## config.mk

```make
export PLATFORM = sky130hd
export DESIGN_NAME = xmodem_crc_block_framer
export DESIGN_NICKNAME = d
export VERILOG_FILES = /design/src/xcbf_pkg.sv /design/src/xcbf_front.sv /design/src/xcbf_cmd_queue.sv /design/src/xcbf_back.sv /design/src/xmodem_crc_block_framer.sv
export SDC_FILE = /design/constraint.sdc
export NUM_CORES = 1
export LEC_CHECK = 0
export ABC_AREA = 1
export BUFFER_PORTS_ARGS = -buffer_cell sky130_fd_sc_hd__buf_2
export CORE_MARGIN = 2
export CORE_UTILIZATION = 50
export DETAILED_ROUTE_END_ITERATION = 7
export GPL_TIMING_DRIVEN = 0
export PLACE_DENSITY = 0.79
export REMOVE_ABC_BUFFERS = 1
export SLEW_MARGIN = 40
export SYNTH_ARGS = -nofsm -noshare
export SYNTH_HDL_FRONTEND = slang
export SYNTH_SLANG_ARGS = --single-unit
```

## constraint.sdc

```tcl
create_clock -name clock -period 4.6 [get_ports clock]
set_clock_uncertainty 0.1 [all_clocks]
set_input_delay 0.92 -clock clock [delete_from_list [all_inputs] [get_ports clock]]
set_output_delay 0.92 -clock clock [all_outputs]
set_load 0.05 [all_outputs]
```

## src/xcbf_pkg.sv

```systemverilog
// ----------------------------------------------------------------------------
// xcbf_pkg
// Shared constants, types and the CRC-16 byte step for the block framer.
// ----------------------------------------------------------------------------
package xcbf_pkg;

   localparam int BLOCK_SIZE  = 128;
   localparam int POS_W       = $clog2(BLOCK_SIZE);
   localparam int MAX_RESULTS = 8;
   localparam int MAX_RUN     = 128;
   localparam int CMDQ_DEPTH  = 2;
   localparam int CMDQ_PTR_W  = $clog2(CMDQ_DEPTH);
   localparam int CMDQ_CNT_W  = $clog2(CMDQ_DEPTH + 1);
   localparam int CMP_W       = POS_W + 8;

   localparam logic [7:0]  BYTE_SOH   = 8'h01;
   localparam logic [7:0]  BYTE_EOT   = 8'h04;
   localparam logic [7:0]  BYTE_ZERO  = 8'h00;
   localparam logic [7:0]  BYTE_ONES  = 8'hFF;
   localparam logic [7:0]  BLOCK_ONE  = 8'h01;
   localparam logic [15:0] CRC_POLY   = 16'h1021;
   localparam logic [15:0] CRC_INIT   = 16'h0000;

   typedef logic [POS_W-1:0]      pos_type;
   typedef logic [POS_W:0]        posx_type;
   typedef logic [CMP_W-1:0]      cmp_type;
   typedef logic [3:0]            cnt_type;
   typedef logic [CMDQ_PTR_W-1:0] qptr_type;
   typedef logic [CMDQ_CNT_W-1:0] qcnt_type;

   // one classified payload byte, handed from the front to the back
   typedef struct packed {
      logic [7:0]  data_byte;
      logic        last_byte;
      logic        header;
      logic [7:0]  block_num;
      logic        close;
      pos_type     pad;
      logic        mode;
      logic [15:0] crc;
   } cmd_type;

   function automatic logic [15:0] crc_byte(input logic [15:0] crc_in,
                                            input logic [7:0]  b);
      logic [15:0] c;
      c = crc_in ^ {b, 8'h00};
      for (int i = 0; i < 8; i++) begin
         c = c[15] ? ({c[14:0], 1'b0} ^ CRC_POLY) : {c[14:0], 1'b0};
      end
      return c;
   endfunction

endpackage

```

## src/xcbf_front.sv

```systemverilog
// ----------------------------------------------------------------------------
// xcbf_front
// Accepts payload bytes, tracks block position, number and data CRC, and
// classifies each byte into a command for the back end.
// ----------------------------------------------------------------------------
module xcbf_front (
   input  logic             clock,
   input  logic             reset,
   input  logic             req_push,
   output logic             req_full,
   input  logic [7:0]       req_data_byte,
   input  logic             req_last_byte,
   input  logic             csr_write_enable,
   input  logic             csr_framing_mode,
   input  logic             q_full,
   output logic             q_push,
   output xcbf_pkg::cmd_type q_cmd
);

   logic                 mode_ff,  mode_in;
   logic [7:0]           blk_ff,   blk_in;
   xcbf_pkg::pos_type    pos_ff,   pos_in;
   logic [15:0]          crc_ff,   crc_in;

   logic                 first;
   logic [15:0]          crc_new;
   xcbf_pkg::posx_type   pos_next;
   logic                 close;

   assign req_full = q_full;
   assign q_push   = req_push & ~q_full;

   always_comb begin
      first    = (pos_ff == '0);
      crc_new  = xcbf_pkg::crc_byte(first ? xcbf_pkg::CRC_INIT : crc_ff, req_data_byte);
      pos_next = {1'b0, pos_ff} + xcbf_pkg::posx_type'(1);
      close    = req_last_byte
               | (pos_next == xcbf_pkg::posx_type'(xcbf_pkg::BLOCK_SIZE));

      q_cmd.data_byte = req_data_byte;
      q_cmd.last_byte = req_last_byte;
      q_cmd.header    = first & mode_ff;
      q_cmd.block_num = blk_ff;
      q_cmd.close     = close;
      q_cmd.pad       = xcbf_pkg::pos_type'(
                           xcbf_pkg::posx_type'(xcbf_pkg::BLOCK_SIZE) - pos_next);
      q_cmd.mode      = mode_ff;
      q_cmd.crc       = crc_new;

      mode_in = csr_write_enable ? csr_framing_mode : mode_ff;
      blk_in  = blk_ff;
      pos_in  = pos_ff;
      crc_in  = crc_ff;
      if (q_push) begin
         if (close) begin
            pos_in = '0;
            crc_in = xcbf_pkg::CRC_INIT;
            blk_in = req_last_byte ? xcbf_pkg::BLOCK_ONE : blk_ff + 8'd1;
         end else begin
            pos_in = pos_next[xcbf_pkg::POS_W-1:0];
            crc_in = crc_new;
         end
      end
   end

   always_ff @(posedge clock) begin
      if (reset) begin
         mode_ff <= 1'b0;
         blk_ff  <= xcbf_pkg::BLOCK_ONE;
         pos_ff  <= '0;
         crc_ff  <= xcbf_pkg::CRC_INIT;
      end else begin
         mode_ff <= mode_in;
         blk_ff  <= blk_in;
         pos_ff  <= pos_in;
         crc_ff  <= crc_in;
      end
   end

endmodule

```

## src/xcbf_cmd_queue.sv

```systemverilog
// ----------------------------------------------------------------------------
// xcbf_cmd_queue
// Short command queue between the front and the back end.
// ----------------------------------------------------------------------------
module xcbf_cmd_queue (
   input  logic              clock,
   input  logic              reset,
   input  logic              push,
   input  xcbf_pkg::cmd_type push_cmd,
   output logic              full,
   input  logic              pop,
   output logic              valid,
   output xcbf_pkg::cmd_type head_cmd
);

   xcbf_pkg::cmd_type  entry_ff [xcbf_pkg::CMDQ_DEPTH];
   xcbf_pkg::qptr_type wr_ff, wr_in;
   xcbf_pkg::qptr_type rd_ff, rd_in;
   xcbf_pkg::qcnt_type cnt_ff, cnt_in;
   logic               do_push, do_pop;

   function automatic xcbf_pkg::qptr_type ptr_inc(input xcbf_pkg::qptr_type p);
      return (p == xcbf_pkg::qptr_type'(xcbf_pkg::CMDQ_DEPTH - 1))
             ? '0 : p + xcbf_pkg::qptr_type'(1);
   endfunction

   assign full     = (cnt_ff == xcbf_pkg::qcnt_type'(xcbf_pkg::CMDQ_DEPTH));
   assign valid    = (cnt_ff != '0);
   assign head_cmd = entry_ff[rd_ff];
   assign do_push  = push & ~full;
   assign do_pop   = pop & valid;

   always_comb begin
      wr_in  = do_push ? ptr_inc(wr_ff) : wr_ff;
      rd_in  = do_pop  ? ptr_inc(rd_ff) : rd_ff;
      cnt_in = cnt_ff;
      if (do_push & ~do_pop) begin
         cnt_in = cnt_ff + xcbf_pkg::qcnt_type'(1);
      end else if (do_pop & ~do_push) begin
         cnt_in = cnt_ff - xcbf_pkg::qcnt_type'(1);
      end
   end

   always_ff @(posedge clock) begin
      if (do_push) begin
         entry_ff[wr_ff] <= push_cmd;
      end
   end

   always_ff @(posedge clock) begin
      if (reset) begin
         wr_ff  <= '0;
         rd_ff  <= '0;
         cnt_ff <= '0;
      end else begin
         wr_ff  <= wr_in;
         rd_ff  <= rd_in;
         cnt_ff <= cnt_in;
      end
   end

endmodule

```

## src/xcbf_back.sv

```systemverilog
// ----------------------------------------------------------------------------
// xcbf_back
// Sequencer that expands one command into header, data, padding runs,
// CRC trailer and EOT, walking the CRC over the padding.
// ----------------------------------------------------------------------------
module xcbf_back (
   input  logic              clock,
   input  logic              reset,
   input  logic              cmd_valid,
   input  xcbf_pkg::cmd_type cmd,
   output logic              cmd_pop,
   output logic              rsp_empty,
   input  logic              rsp_pop,
   output logic [7:0]        rsp_out_byte,
   output logic [7:0]        rsp_repeat_count,
   output logic              rsp_end_of_run,
   output logic              rsp_end_of_transfer
);

   typedef enum logic [9:0] {
      ST_IDLE = 10'b00_0000_0001,
      ST_SOH  = 10'b00_0000_0010,
      ST_NUM  = 10'b00_0000_0100,
      ST_CPL  = 10'b00_0000_1000,
      ST_DATA = 10'b00_0001_0000,
      ST_WALK = 10'b00_0010_0000,
      ST_PAD  = 10'b00_0100_0000,
      ST_CRCH = 10'b00_1000_0000,
      ST_CRCL = 10'b01_0000_0000,
      ST_EOT  = 10'b10_0000_0000
   } state_type;

   state_type          state_ff, state_in;
   xcbf_pkg::cmd_type  cmd_ff, cmd_in;
   logic [15:0]        crc_ff, crc_in;
   xcbf_pkg::pos_type  walk_ff, walk_in;
   xcbf_pkg::pos_type  pad_ff, pad_in;
   xcbf_pkg::cnt_type  n_ff, n_in;

   logic               out_valid_ff, out_valid_in;
   logic [7:0]         out_byte_ff, out_byte_in;
   logic [7:0]         out_rep_ff, out_rep_in;
   logic               out_eor_ff, out_eor_in;
   logic               out_eot_ff, out_eot_in;

   logic               slot_free;
   logic               emit;
   logic [7:0]         e_byte, e_rep;
   logic               e_last;
   xcbf_pkg::cnt_type  trailer;
   xcbf_pkg::cmp_type  pad_ext, run_ext;
   xcbf_pkg::pos_type  pad_rem;
   logic               pad_fits;
   state_type          after_data;

   assign rsp_empty           = ~out_valid_ff;
   assign rsp_out_byte        = out_byte_ff;
   assign rsp_repeat_count    = out_rep_ff;
   assign rsp_end_of_run      = out_eor_ff;
   assign rsp_end_of_transfer = out_eot_ff;

   assign slot_free = ~out_valid_ff | rsp_pop;
   assign cmd_pop   = cmd_valid & (state_ff == ST_IDLE);

   always_comb begin
      trailer  = cmd_ff.mode ? (cmd_ff.last_byte ? 4'd3 : 4'd2) : 4'd0;
      pad_ext  = xcbf_pkg::cmp_type'(pad_ff);
      run_ext  = (pad_ext > xcbf_pkg::cmp_type'(xcbf_pkg::MAX_RUN))
                 ? xcbf_pkg::cmp_type'(xcbf_pkg::MAX_RUN) : pad_ext;
      pad_rem  = xcbf_pkg::pos_type'(pad_ext - run_ext);
      pad_fits = (n_ff + trailer) < xcbf_pkg::cnt_type'(xcbf_pkg::MAX_RESULTS);

      if (!cmd_ff.close) begin
         after_data = ST_IDLE;
      end else if (cmd_ff.pad != '0) begin
         after_data = cmd_ff.mode ? ST_WALK : ST_PAD;
      end else begin
         after_data = cmd_ff.mode ? ST_CRCH : ST_IDLE;
      end

      state_in = state_ff;
      cmd_in   = cmd_ff;
      crc_in   = crc_ff;
      walk_in  = walk_ff;
      pad_in   = pad_ff;
      n_in     = n_ff;
      emit     = 1'b0;
      e_byte   = xcbf_pkg::BYTE_ZERO;
      e_rep    = 8'd1;
      e_last   = 1'b0;

      case (state_ff)
         ST_IDLE: begin
            if (cmd_valid) begin
               cmd_in   = cmd;
               crc_in   = cmd.crc;
               walk_in  = cmd.pad;
               pad_in   = cmd.pad;
               n_in     = '0;
               state_in = cmd.header ? ST_SOH : ST_DATA;
            end
         end
         ST_SOH: begin
            emit   = 1'b1;
            e_byte = xcbf_pkg::BYTE_SOH;
            if (slot_free) state_in = ST_NUM;
         end
         ST_NUM: begin
            emit   = 1'b1;
            e_byte = cmd_ff.block_num;
            if (slot_free) state_in = ST_CPL;
         end
         ST_CPL: begin
            emit   = 1'b1;
            e_byte = xcbf_pkg::BYTE_ONES - cmd_ff.block_num;
            if (slot_free) state_in = ST_DATA;
         end
         ST_DATA: begin
            emit   = 1'b1;
            e_byte = cmd_ff.data_byte;
            e_last = (after_data == ST_IDLE);
            if (slot_free) state_in = after_data;
         end
         ST_WALK: begin
            crc_in  = xcbf_pkg::crc_byte(crc_ff, xcbf_pkg::BYTE_ZERO);
            walk_in = walk_ff - xcbf_pkg::pos_type'(1);
            if (walk_ff == xcbf_pkg::pos_type'(1)) state_in = ST_PAD;
         end
         ST_PAD: begin
            emit   = pad_fits;
            e_byte = xcbf_pkg::BYTE_ZERO;
            e_rep  = run_ext[7:0];
            e_last = ~cmd_ff.mode
                   & ((pad_rem == '0)
                      | ((n_ff + xcbf_pkg::cnt_type'(1))
                         >= xcbf_pkg::cnt_type'(xcbf_pkg::MAX_RESULTS)));
            if (slot_free | ~pad_fits) begin
               pad_in = pad_rem;
               if (pad_rem == '0) state_in = cmd_ff.mode ? ST_CRCH : ST_IDLE;
            end
         end
         ST_CRCH: begin
            emit   = 1'b1;
            e_byte = crc_ff[15:8];
            if (slot_free) state_in = ST_CRCL;
         end
         ST_CRCL: begin
            emit   = 1'b1;
            e_byte = crc_ff[7:0];
            e_last = ~cmd_ff.last_byte;
            if (slot_free) state_in = cmd_ff.last_byte ? ST_EOT : ST_IDLE;
         end
         ST_EOT: begin
            emit   = 1'b1;
            e_byte = xcbf_pkg::BYTE_EOT;
            e_last = 1'b1;
            if (slot_free) state_in = ST_IDLE;
         end
         default: begin
            state_in = ST_IDLE;
         end
      endcase

      out_valid_in = out_valid_ff & ~rsp_pop;
      out_byte_in  = out_byte_ff;
      out_rep_in   = out_rep_ff;
      out_eor_in   = out_eor_ff;
      out_eot_in   = out_eot_ff;
      if (emit & slot_free) begin
         out_valid_in = 1'b1;
         out_byte_in  = e_byte;
         out_rep_in   = e_rep;
         out_eor_in   = e_last;
         out_eot_in   = e_last & cmd_ff.last_byte;
         n_in         = n_ff + xcbf_pkg::cnt_type'(1);
      end
   end

   always_ff @(posedge clock) begin
      cmd_ff      <= cmd_in;
      crc_ff      <= crc_in;
      walk_ff     <= walk_in;
      pad_ff      <= pad_in;
      n_ff        <= n_in;
      out_byte_ff <= out_byte_in;
      out_rep_ff  <= out_rep_in;
      out_eor_ff  <= out_eor_in;
      out_eot_ff  <= out_eot_in;
   end

   always_ff @(posedge clock) begin
      if (reset) begin
         state_ff     <= ST_IDLE;
         out_valid_ff <= 1'b0;
      end else begin
         state_ff     <= state_in;
         out_valid_ff <= out_valid_in;
      end
   end

endmodule

```

## src/xmodem_crc_block_framer.sv

```systemverilog
// ----------------------------------------------------------------------------
// xmodem_crc_block_framer
// Packs payload bytes into fixed-size blocks, raw or with XModem-CRC framing.
// ----------------------------------------------------------------------------
// Each payload transaction yields one or more result transactions: in
// XModem-CRC mode a block opens with SOH, number and complement, and the byte
// that closes a block adds its zero padding as one run, the CRC-16 (high byte
// first) and, on the final byte, EOT. The back end takes a command only in its
// idle state and emits that command's results one at a time, holding while the
// output register is still occupied. The byte that closes a block in XModem-CRC
// mode also walks the CRC over the padding one zero byte per cycle before its
// padding run goes out. A two-entry command queue lets the input run ahead of
// the back end.
// ----------------------------------------------------------------------------
module xmodem_crc_block_framer (
   input  logic       clock,
   input  logic       reset,
   input  logic       req_push,
   output logic       req_full,
   input  logic [7:0] req_data_byte,
   input  logic       req_last_byte,
   output logic       rsp_empty,
   input  logic       rsp_pop,
   output logic [7:0] rsp_out_byte,
   output logic [7:0] rsp_repeat_count,
   output logic       rsp_end_of_run,
   output logic       rsp_end_of_transfer,
   input  logic       csr_write_enable,
   input  logic       csr_framing_mode
);

   xcbf_pkg::cmd_type push_cmd;
   xcbf_pkg::cmd_type head_cmd;
   logic              q_push, q_full, q_valid, q_pop;

   xcbf_front u_front (
      .clock            (clock),
      .reset            (reset),
      .req_push         (req_push),
      .req_full         (req_full),
      .req_data_byte    (req_data_byte),
      .req_last_byte    (req_last_byte),
      .csr_write_enable (csr_write_enable),
      .csr_framing_mode (csr_framing_mode),
      .q_full           (q_full),
      .q_push           (q_push),
      .q_cmd            (push_cmd)
   );

   xcbf_cmd_queue u_queue (
      .clock    (clock),
      .reset    (reset),
      .push     (q_push),
      .push_cmd (push_cmd),
      .full     (q_full),
      .pop      (q_pop),
      .valid    (q_valid),
      .head_cmd (head_cmd)
   );

   xcbf_back u_back (
      .clock               (clock),
      .reset               (reset),
      .cmd_valid           (q_valid),
      .cmd                 (head_cmd),
      .cmd_pop             (q_pop),
      .rsp_empty           (rsp_empty),
      .rsp_pop             (rsp_pop),
      .rsp_out_byte        (rsp_out_byte),
      .rsp_repeat_count    (rsp_repeat_count),
      .rsp_end_of_run      (rsp_end_of_run),
      .rsp_end_of_transfer (rsp_end_of_transfer)
   );

endmodule

```

; Yosys cells after proc, flatten, opt, wreduce, memory -nomap -nowiden
; Memories as Yosys holds them, arrays and structs flattened. A register that Yosys moved wholly into a read port is not among the register bits.
; Index checks and enable logic that the tools add are counted.
[totals]
ramBits = 86
output_inout_bits = 20
wordCells = 181
mem_count = 1
reg_bits = 125
in_bits = 15
[mem_list]
columns = memory, words, width, read_ports, rd_ports_with_merged_regs, write_ports, line
row1 = u_queue.entry_ff, 2, 43, 1, 1, 1, xcbf_cmd_queue.sv:16  ; xcbf_pkg::cmd_type entry_ff [xcbf_pkg::CMDQ_DEPTH];
[op_classes]
eq_ne = 25
reduce_logical = 16
magnitude_cmp = 2
n_addsub = 12
mux = 61
bitwise_logic = 40
[ops]
columns = cell, n
row1 = $mux W13, 16
row2 = $mux W10, 14
row3 = $pmux W10 S10, 1
row4 = $pmux W8 S7, 1
row5 = $mux W16, 3
row6 = $not A3 Y3, 16
row7 = $pmux W16 S2, 1
row8 = $mux W7, 4
row9 = $pmux W7 S2, 2
row10 = $ne A2 B1 Y1 const B, 11
row11 = $eq A10 B1 Y1 const B, 2
row12 = $mux W4, 4
row13 = $mux W8, 2
row14 = $xor A16 B16 Y16, 1
row15 = $logic_not A7 Y1, 2
row16 = $reduce_bool A2 Y1, 6
row17 = $and A1 B1 Y1, 11
row18 = $reduce_and A11 Y1, 1
row19 = $eq A10 B10 Y1 const B, 1
row20 = $eq A10 B2 Y1 const B, 1
row21 = $eq A10 B3 Y1 const B, 1
row22 = $eq A10 B4 Y1 const B, 1
row23 = $eq A10 B5 Y1 const B, 1
row24 = $eq A10 B6 Y1 const B, 1
row25 = other kinds (30), 52

; Depth between registers and ports, before layout
[logic_depth]
ltp_word = 20
mapped_depth = 15
depth_no_buf = 14

; Cells and area by module
; Synthesis repeated with hierarchy kept, for this count alone.
[unflattened]
hier_cells = 928
area_unflattened_um2 = 9872.0
[by_module_without_submodules]
columns = mod, n_inst, area_each_um2, cells_per_inst
row1 = xcbf_back, 1, 4160.2, 424
row2 = xcbf_cmd_queue, 1, 3552.2, 171
row3 = xcbf_front, 1, 2159.6, 333

; Worst setup path before layout
; Ideal clock, no wire load.
[synth_path]
kind = input -> register
startpoint = input port req_push
endpoint = memory u_queue.entry_ff[0][0] (netlist bit) (enable)
slack_ns = 0.945
cell_stages = 3
n_path_buf = 1
required_ns = 4.056
arrival_ns = 3.112
path_cell_list = o21ai_2 clkbuf_1 nor2_1
[synth_via]
elab_chain_len = 4
[synth_rtl]
columns = element, line
row1 = "start, declared", xmodem_crc_block_framer.sv:18  ; input logic req_push,
row2 = $and A1 B1 Y1, xcbf_front.sv:31  ; assign q_push = req_push & ~q_full;
row3 = $and A1 B1 Y1, xcbf_cmd_queue.sv:30  ; assign do_push = push & ~full;
row4 = $mux W1, xcbf_cmd_queue.sv:45  ; if (do_push) begin
row5 = $mux W1 (implied by the code), xcbf_cmd_queue.sv:46  ; entry_ff[wr_ff] <= push_cmd;
row6 = "end, declared", xcbf_cmd_queue.sv:16
; Every way passes these cells.

==> flow_summary_export.csv <==
group,metric,value,unit
clocking,cts_tree,"built",
timing,maxSlewHeadroom,51.2,%
placed_design,finalWeightedCongestion,0.885,
placed_design,hpwl,13.7,mm
timing,fin_ws,1800,ps
die,fp.dieW,143,um
detailed_routing,drtAntennaViolNets,0,
pwr,vdd_drop_max,362,uV
worst_setup_path,crit_arrival,2940,ps
synthesis,ys_async_sr_fraction,0,%
synthesis,synth_area,9720,um2
worst_setup_path,crit_path_end_kind,"flop",
worst_setup_path,reg2reg_to,"u_queue.entry_ff[0][8]",
worst_setup_path,path_class,"flop to flop",
worst_setup_path,startpoint,"u_front.pos_ff[0]",
clocking,cts_buffers,22,
worst_setup_path,crit_end,"u_queue.entry_ff[0][8]",
synthesis,yosys_warnings,0,
run_status,status,"finished clean",
final_layout,fin_nets,1054,
final_layout,final_common_cell,"nand2_1",
worst_setup_path,r2r_cells,12,
final_layout,area_growth_syn_to_layout,12.8,%
global_route,grt_usage,19.9,%
global_route,grt_pass1_wl,32.4,mm
global_route,gr-total-overflow,0,
clocking,cts.hold.buffers_added,0,
timing,tightest_slew,733,ps
detailed_routing,vias_per_cell,5.28,
die,die_y,143,um
worst_setup_path,cp_max_fo,31,
placed_design,dpl_worst_slack,1610,ps
clocking,worstSkewPairLatency,500,ps
pwr,leakage,4.37,nW
die,floorplan.die_area,20600,um2
detailed_routing,wl_per_cell,15.4,um
global_route,grt_pass1_vias,6654,
synthesis,synth-seq-cells,211,
timing,slew_violations,0,
worst_hold_path,hold_path_class,"flop to flop",
die,start_util,51.4,%
synthesis,yosys.cell_types.count,43,
die,ios,35,
pwr,intPower,4.34,mW
pwr,seq_power_share,43.6,%
worst_setup_path,critPathLaunchType,"flop",
worst_setup_path,rrSetupSlack,1800,ps
clocking,clk_path_buf_depth,3,
synthesis,synthesis.instances,990,
pwr,pwr_density_cell,611,nW/um2
die,fp.coreArea,18900,um2
timing,fmax,0.357,GHz
clocking,cts_root_buf,"clkbuf_16",
timing,rsz0062_at_grt,"false",
detailed_routing,drt-pass1-iter-count,5,
placed_design,numPortBuffers,33,
synthesis,yosysSeqAreaShare,60.2,%
synthesis,synth_ff_type,"edfxtp_1",
worst_hold_path,hp-start,"u_front.crc_ff[2]",
final_layout,n_antenna_cell,0,
clocking,cts.sinks,211,
timing,finalHoldViolCount,0,
run,cap_violations,0,
detailed_routing,routed_wl,20.1,mm
final_layout,final_layout_size_suffix_gt1_share,12.9,%
clocking,postCtsSetupBuffers,0,
global_route,antenna_found_initial,0,
global_route,grt_max_degree,42,
synthesis,syn_area_per_cell,9.82,um2
timing,min_period,2800,ps
clocking,cts.clk_slew.worst_paths,60,ps
die,core.rowCount,50,
clocking,h-tree-depth,1,
pwr,p_comb_share,30.0,%
pwr,netSwitchingFraction,35.1,%
detailed_routing,vias,6895,
detailed_routing,drt-initial-drc-count,538,
worst_setup_path,cp_data_required_time,4750,ps
detailed_routing,drc,0,
pwr,power,6.69,mW
worst_setup_path,worstReg2RegStart,"u_front.pos_ff[0]",
timing,setup_violations,0,
clocking,cts_resized,0,
pwr,switching_power,2.35,mW
pwr,power_frac_clock,26.4,%
timing,finalCritPeriodShare,60.8,%
final_layout,final_cell_mix,"nand2_1 (236), edfxtp_1 (163), inv_1 (110)",
synthesis,synth_edf_count,163,
final_layout,fill_cells,1598,
metrics by stage:
stage | instances | utilization (%) | TNS [ps] | hold WS (ps) | area (um2)
after global routing | 1306 | 58.0 | 0 | 395 | 11000
after CTS | 1306 | 58.0 | 0 | 366 | 11000
after floorplan | 966 | - | 0 | 326 | 9590
final | 1306 | 58.0 | 0 | 364 | 11000
after detailed placement | 1266 | 54.2 | 0 | 350 | 10200
after global placement | 1259 | 53.4 | -39160 | 330 | 10100
synth_stat cells, types with 5 or more instances:
cell type	count	area share, %
dfxtp_1	48	9.9
inv_2	7	0.27
xor2_1	22	2.0
nand2_2	5	0.32
nand4_1	6	0.39
clkbuf_1	13	0.50
inv_1	111	4.3
nor2_1	106	4.1
nand2_1	237	9.2
o211ai_1	17	1.3
o21ai_0	45	2.3
ha_1	9	1.2
a21oi_1	48	2.5
xnor2_1	16	1.4
nand3_1	56	2.9
mux2_2	21	2.4
nor2_2	5	0.32
and2_1	7	0.45
edfxtp_1	163	50
nand3_2	6	0.62
flip-flops by register name, indices dropped and copies added (netlist names), named ones only:
signal	cells
u_queue.entry_ff	86
u_back.n_ff	4
u_back.rsp_out_byte	8
u_queue.wr_ff	1
u_back.rsp_end_of_transfer	1
u_front.mode_ff	1
u_back.out_valid_ff	1
u_front.pos_ff	7
u_front.crc_ff	16
u_queue.cnt_ff	2
u_back.rsp_end_of_run	1
u_back.rsp_repeat_count	7
u_front.blk_ff	8
u_back.walk_ff	7
u_back.pad_ff	7
u_back.cmd_ff	26
u_back.state_ff	10
u_queue.rd_ff	1
u_back.crc_ff	16
cell families (layout without fill, tap and decap cells):
group           after synthesis  in the layout  share of synthesized area, %
fa+ha+maj                     9              9                          1.16
mux                          22             22                          2.54
simple gates                445            445                          19.7
flops                       211            211                          60.2
compound gates              120            120                          6.89
xor+xnor                     38             38                          3.42
buf+inv                     144            200                          5.97
other cells                   1              1                        0.0386
layer usage:
metal	vias to the layer above	track usage [%]	wire length, um
li1	3365	-	-
met1	3296	25.3	8640
met2	198	34.8	9880
met3	36	3.17	1050
met4	0	6.66	575
met5	-	0	0
critical path, cell delays in order, from the launching register on:
cell and delay [ps]:
dfxtp_1 370, inv_1 170, ha_1 170, inv_1 40, nor2_1 110, nand3_2 540
nand2_1 300, nand2_1 100, nand2_1 130, nand2_1 70, nand2_1 150, nand2_1 80
and2_1 190
final cells by class:
| cell class | count | area (um2) | share of cell area (%) |
|---|---|---|---|
| clock buffers | 27 | 611 | 5.57 |
| multi-input cells | 635 | 3320 | 30.2 |
| repair buffers | 40 | 288 | 2.63 |
| flip-flops and latches | 211 | 5860 | 53.5 |
| inverters | 120 | 450 | 4.11 |
| clock inverters | 13 | 113 | 1.03 |
| well taps | 260 | 325 | 2.97 |
worst min path at each step:
stage / to / depth (start not counted)
after CTS: u_front.crc_ff[2] / 2
final: u_front.crc_ff[2] / 2
after global routing: u_front.crc_ff[4] / 2
after global placement: u_queue.entry_ff[1][16] / 0
after floorplan: u_queue.entry_ff[0][16] / 0
after detailed placement: u_queue.entry_ff[1][16] / 0
power groups by stage:
stage | Sequential [mW] | Clock, mW | Combinational [mW]
5_1_grt | 2.96 | 1.86 | 2.24
6_report | 2.92 | 1.77 | 2.01
2_1_floorplan | 3.00 | 0 | 1.33
3_5_place_dp | 2.95 | 0 | 1.99
3_3_place_gp | 2.99 | 0 | 1.80
4_1_cts | 2.92 | 1.78 | 2.01
Power figures use the tool's default switching activity.
